--- config.mk ---
export PLATFORM = sky130hd
export DESIGN_NAME = sbd_div
export DESIGN_NICKNAME = d
export VERILOG_FILES = /design/src/design/sbd_div.sv
export SDC_FILE = /design/constraint.sdc
export NUM_CORES = 1
export LEC_CHECK = 0
export ABC_AREA = 1
export BUFFER_PORTS_ARGS = -buffer_cell sky130_fd_sc_hd__buf_2
export CAP_MARGIN = 10
export CELL_PAD_IN_SITES_DETAIL_PLACEMENT = 1
export CELL_PAD_IN_SITES_GLOBAL_PLACEMENT = 1
export CORE_UTILIZATION = 40
export DETAILED_ROUTE_END_ITERATION = 12
export PLACE_DENSITY = 0.78
export SLEW_MARGIN = 20
export SYNTH_ARGS = -nofsm -noshare
export SYNTH_HDL_FRONTEND = slang
export SYNTH_SLANG_ARGS = --single-unit
--- constraint.sdc ---
create_clock -name clk -period 2.44 [get_ports clk]
set_input_delay 0.732 -clock clk [delete_from_list [all_inputs] [get_ports clk]]
set_output_delay 0.732 -clock clk [all_outputs]
set_load 0.01 [all_outputs]
--- src/design/sbd_div.sv ---
// ----------------------------------------------------------------------------
// sbd_div
// Restoring divider, one quotient bit per cycle. Start loads the operands;
// busy stays high until quotient and remainder are final.
// ----------------------------------------------------------------------------
module sbd_div #(
    parameter int NW = 32,
    parameter int DW = 24
) (
    input  logic          clk,
    input  logic          rst_n,
    input  logic          start,
    input  logic [NW-1:0] dividend,
    input  logic [DW-1:0] divisor,
    output logic          busy,
    output logic [NW-1:0] quotient,
    output logic [DW-1:0] remainder
);

    localparam int CW = $clog2(NW + 1);

    logic [NW-1:0] quo_reg, quo_next;
    logic [DW-1:0] rem_reg, rem_next;
    logic [DW-1:0] dsr_reg, dsr_next;
    logic [CW-1:0] cnt_reg, cnt_next;
    logic          busy_reg, busy_next;
    logic [DW:0]   trial;

    // Shift one dividend bit into the partial remainder and try to subtract
    always_comb
    begin
        quo_next  = quo_reg;
        rem_next  = rem_reg;
        dsr_next  = dsr_reg;
        cnt_next  = cnt_reg;
        busy_next = busy_reg;
        trial     = {rem_reg, quo_reg[NW-1]};
        if (start)
        begin
            quo_next  = dividend;
            rem_next  = '0;
            dsr_next  = divisor;
            cnt_next  = CW'(NW);
            busy_next = 1'b1;
        end
        else if (busy_reg)
        begin
            if (trial >= {1'b0, dsr_reg})
            begin
                rem_next = DW'(trial - {1'b0, dsr_reg});
                quo_next = {quo_reg[NW-2:0], 1'b1};
            end
            else
            begin
                rem_next = trial[DW-1:0];
                quo_next = {quo_reg[NW-2:0], 1'b0};
            end
            cnt_next = cnt_reg - 1'b1;
            if (cnt_reg == CW'(1))
                busy_next = 1'b0;
        end
    end

    always_ff @(posedge clk or negedge rst_n)
    begin
        if (!rst_n)
        begin
            busy_reg <= 1'b0;
            cnt_reg  <= '0;
        end
        else
        begin
            busy_reg <= busy_next;
            cnt_reg  <= cnt_next;
        end
    end

    // Hold operands and partial results
    always_ff @(posedge clk)
    begin
        quo_reg <= quo_next;
        rem_reg <= rem_next;
        dsr_reg <= dsr_next;
    end

    assign busy      = busy_reg;
    assign quotient  = quo_reg;
    assign remainder = rem_reg;

`ifndef SYNTHESIS
    a_count_live: assert property (@(posedge clk) disable iff (!rst_n)
        busy_reg |-> (cnt_reg != '0))
        else $error("divider busy with exhausted count");
    a_start_loads: assert property (@(posedge clk) disable iff (!rst_n)
        start |=> (busy_reg && cnt_reg == CW'(NW)))
        else $error("divider start did not load");
    a_finish: assert property (@(posedge clk) disable iff (!rst_n)
        (busy_reg && !start && cnt_reg == CW'(1)) |=> !busy_reg)
        else $error("divider ran past its last step");
`endif

endmodule

==> key figures <==
Power
  • Power per Cell Area: 958 mW/mm^2
  • Pint: 3.62 mW
  • Leakage: 3.62 nW
  • Combinational power share: between 40% and 50%
  • Peak VDD IR: 437 uV
  • Sw frac: 42.3%
  • Part of the power in registers: 32.7%
  • Post-layout power: 6.28 mW
  • Net Sw Power: 2.65 mW
  • Clock network power share: approximately 22%

STA
  • Relative slew slack: between 60% and 70%
  • Unrepaired setup endpoints after global routing: no
  • Final worst slack: around 0.24 ns
  • Max Freq: 455 MHz
  • Slew at the pin closest to its max-slew limit: 0.472 ns
  • Fin Setup TNS: 0 ns
  • Worst Skew: 0.0108 ns
  • Max Slew Vio Count: 0
  • Final hold violation count: 0
  • Setup Viol. Count Final: 0
  • Final Cycle Share: 90.1%
  • Post-layout min period: 2.20 ns

Detailed routing
  • DRC Markers: 0
  • Wire per inst: 14.9 um
  • DRT iter0 DRCs: around 160
  • Vias after detailed routing: 5150
  • Initial DRT Pass Iterations: 5
  • Via-per-instance ratio: 4.90
  • Routed wire length: 15.6 mm
  • Final ANT Viol Nets: 0

Global route
  • Initial antenna violation count: 0
  • Largest net degree at the start of global routing: 45
  • Number of global-route vias before repair: 5391
  • Total grt overflow: 0
  • All-layer global routing usage: 23.6%
  • First-pass GRT wire length: 26.1 mm

Floorplanning
  • Chip Width: ~120 um
  • I/O Pins: 116
  • Die area: between 0.01 and 0.015 sq mm
  • Initial core utilization: 41.1%
  • Die height: 119 um
  • Num rows: 42
  • Core Box Area: between 0.01 and 0.015 sq mm

Final layout
  • Final instance count without filler cells: about 1100
  • N_diodes: 0
  • Nets: 957
  • Commonest non-fill, non-tap cells in the layout: nand2_1, inv_1, buf_2
  • Layout area overhead: 20.4%
  • Most common cell after layout, fill and taps aside: nand2_1
  • Max reg flops: 32
  • Share of post-route cells with drive strength above 1: 18.0%

Logic synthesis
  • Area share of the largest cell type after synthesis: roughly 31%
  • Ys flop type: edfxtp_1
  • #FFs+latches synth: 87
  • Ys Warns: 0
  • Post-Syn Instances: 750
  • Post-synthesis cell area: 0.00544 sq mm
  • Post-synth ARST share: 8.05%
  • Leading area contributor after synthesis: edfxtp_1
  • EDFF count, synth: 56
  • Area contributors post-synth: edfxtp_1, nand2_1, inv_1
  • Post-synthesis average cell area: 7.26 sq um
  • Post-synthesis sequential area ratio: 42.9%
  • Syn_nets: 836
  • Yosys cell types: 35

Clock network
  • Post-CTS Hold Buffers: 0
  • CTS clock-pin slew for the worst setup and hold paths: 0.07 ns
  • CTS max path bufs: 2
  • H-tree depth: 3
  • CTS tree: built
  • Clk Latency, worst-skew pair: between 0.3 and 0.4 ns
  • Root Driver: clkbuf_16
  • CTS Buf Count: 9
  • Sink Count: 87

Placed design
  • Dpl ws: 0.173 ns
  • Final Wtd Congestion: 0.896
  • Detailed placement HPWL: 12.2 mm
  • I/O Buffers: 115
  • Placed instance count: 1035

Critical path
  • Kind of critical path: reg2reg
  • Critical path launch point type: flop
  • Data arrival, critical path: about 2.5 ns
  • Critical path data required time: ~2.7 ns
  • Worst-path maximum fanout: 9
  • Crit path capture type: flop

Job
  • # Max-Cap Violations: 0

Outcome
  • Outcome: complete, no violations

Worst hold path
  • Worst Hold Class: in2async
## power groups by stage
stage	logic (mW)	registers, mW	clock network [mW]
after floorplan	1.92	2.14	0
after global placement	2.75	2.07	0
after detailed placement	2.84	2.09	0
after CTS	2.85	2.06	1.39
after global routing	3.25	2.10	1.43
final	2.87	2.06	1.35
## critical path, stage by stage (launching register included)
cell	delay, ns
dfxtp_1	0.34
ha_1	0.39
nand2_1	0.17
nor2_1	0.11
inv_1	0.12
nor2_1	0.06
nand2_1	0.08
nand3_2	0.08
nor2_4	0.27
buf_6	0.20
nand3_1	0.08
nand2_1	0.07
inv_1	0.04
nand2_1	0.05
nand2_1	0.04
## cells in the mapped netlist (7+ instances only)
cell and number:
nand2_1 298, inv_1 131, nand3_1 69, edfxtp_1 56, ha_1 26, nor2_1 26
dfxtp_1 24, a21oi_1 21, clkbuf_1 10, nand3b_1 9, o21ai_0 9, o21ai_1 9
xnor2_1 8, dfrtp_1 7
## kinds of logic after synthesis
logic type	after synthesis	synth area share (%)
AO/OA/AOI/OAI	45	4.39
buffers and inverters	153	11.1
XOR/XNOR	9	1.45
flip-flops	87	42.9
adder cells (fa/ha/maj)	27	6.34
AND/OR/NAND/NOR	429	33.8
## layer usage
metal | vias to the layer above | part of all wire (%) | GRT usage [%]
met5 | - | 0 | 0
met4 | 0 | 1.8 | 7.44
met3 | 19 | 4.9 | 5.98
met2 | 116 | 49 | 40.3
met1 | 2420 | 45 | 28.9
li1 | 2595 | - | -
## worst paths after layout
kind	endpoint	cells after the start	startpoint	slack [ns]
max	remainder[18]	14	remainder[14]	0.24
min	cnt_reg[2]	1	rst_n	0.20
max reg2reg	remainder[18]	14	remainder[14]	0.24
min reg2reg	remainder[17]	2	remainder[17]	0.49
max in group asynchronous	busy	1	rst_n	2.09
min in group clk	remainder[17]	2	remainder[17]	0.49
## metrics by stage
| stage | hold slack [ns] | util [%] | instance area (sq um) |
|---|---|---|---|
| 2_1_floorplan | 0.436 | - | 5440 |
| 3_5_place_dp | 0.488 | 47.1 | 6240 |
| 4_1_cts | 0.185 | 49.3 | 6530 |
| 5_1_grt | 0.190 | 49.5 | 6550 |
| 3_3_place_gp | 0.478 | 47.1 | 6240 |
| 6_report | 0.197 | 49.5 | 6550 |
## final cells by class
type	count	area, sq um
flip-flops and latches	87	2340
clock buffers	11	243
multi-input cells	510	2510
repair buffers	127	686
fillers	1741	6690
inverters	136	510
well taps	176	220
clock inverters	5	42.5
## repair_timing
item / CTS / global route
gates resized for setup: 0 / 3
setup endpoints to repair: 0 / 19
setup buffers: 0 / 1
Power figures use the tool's default switching activity.
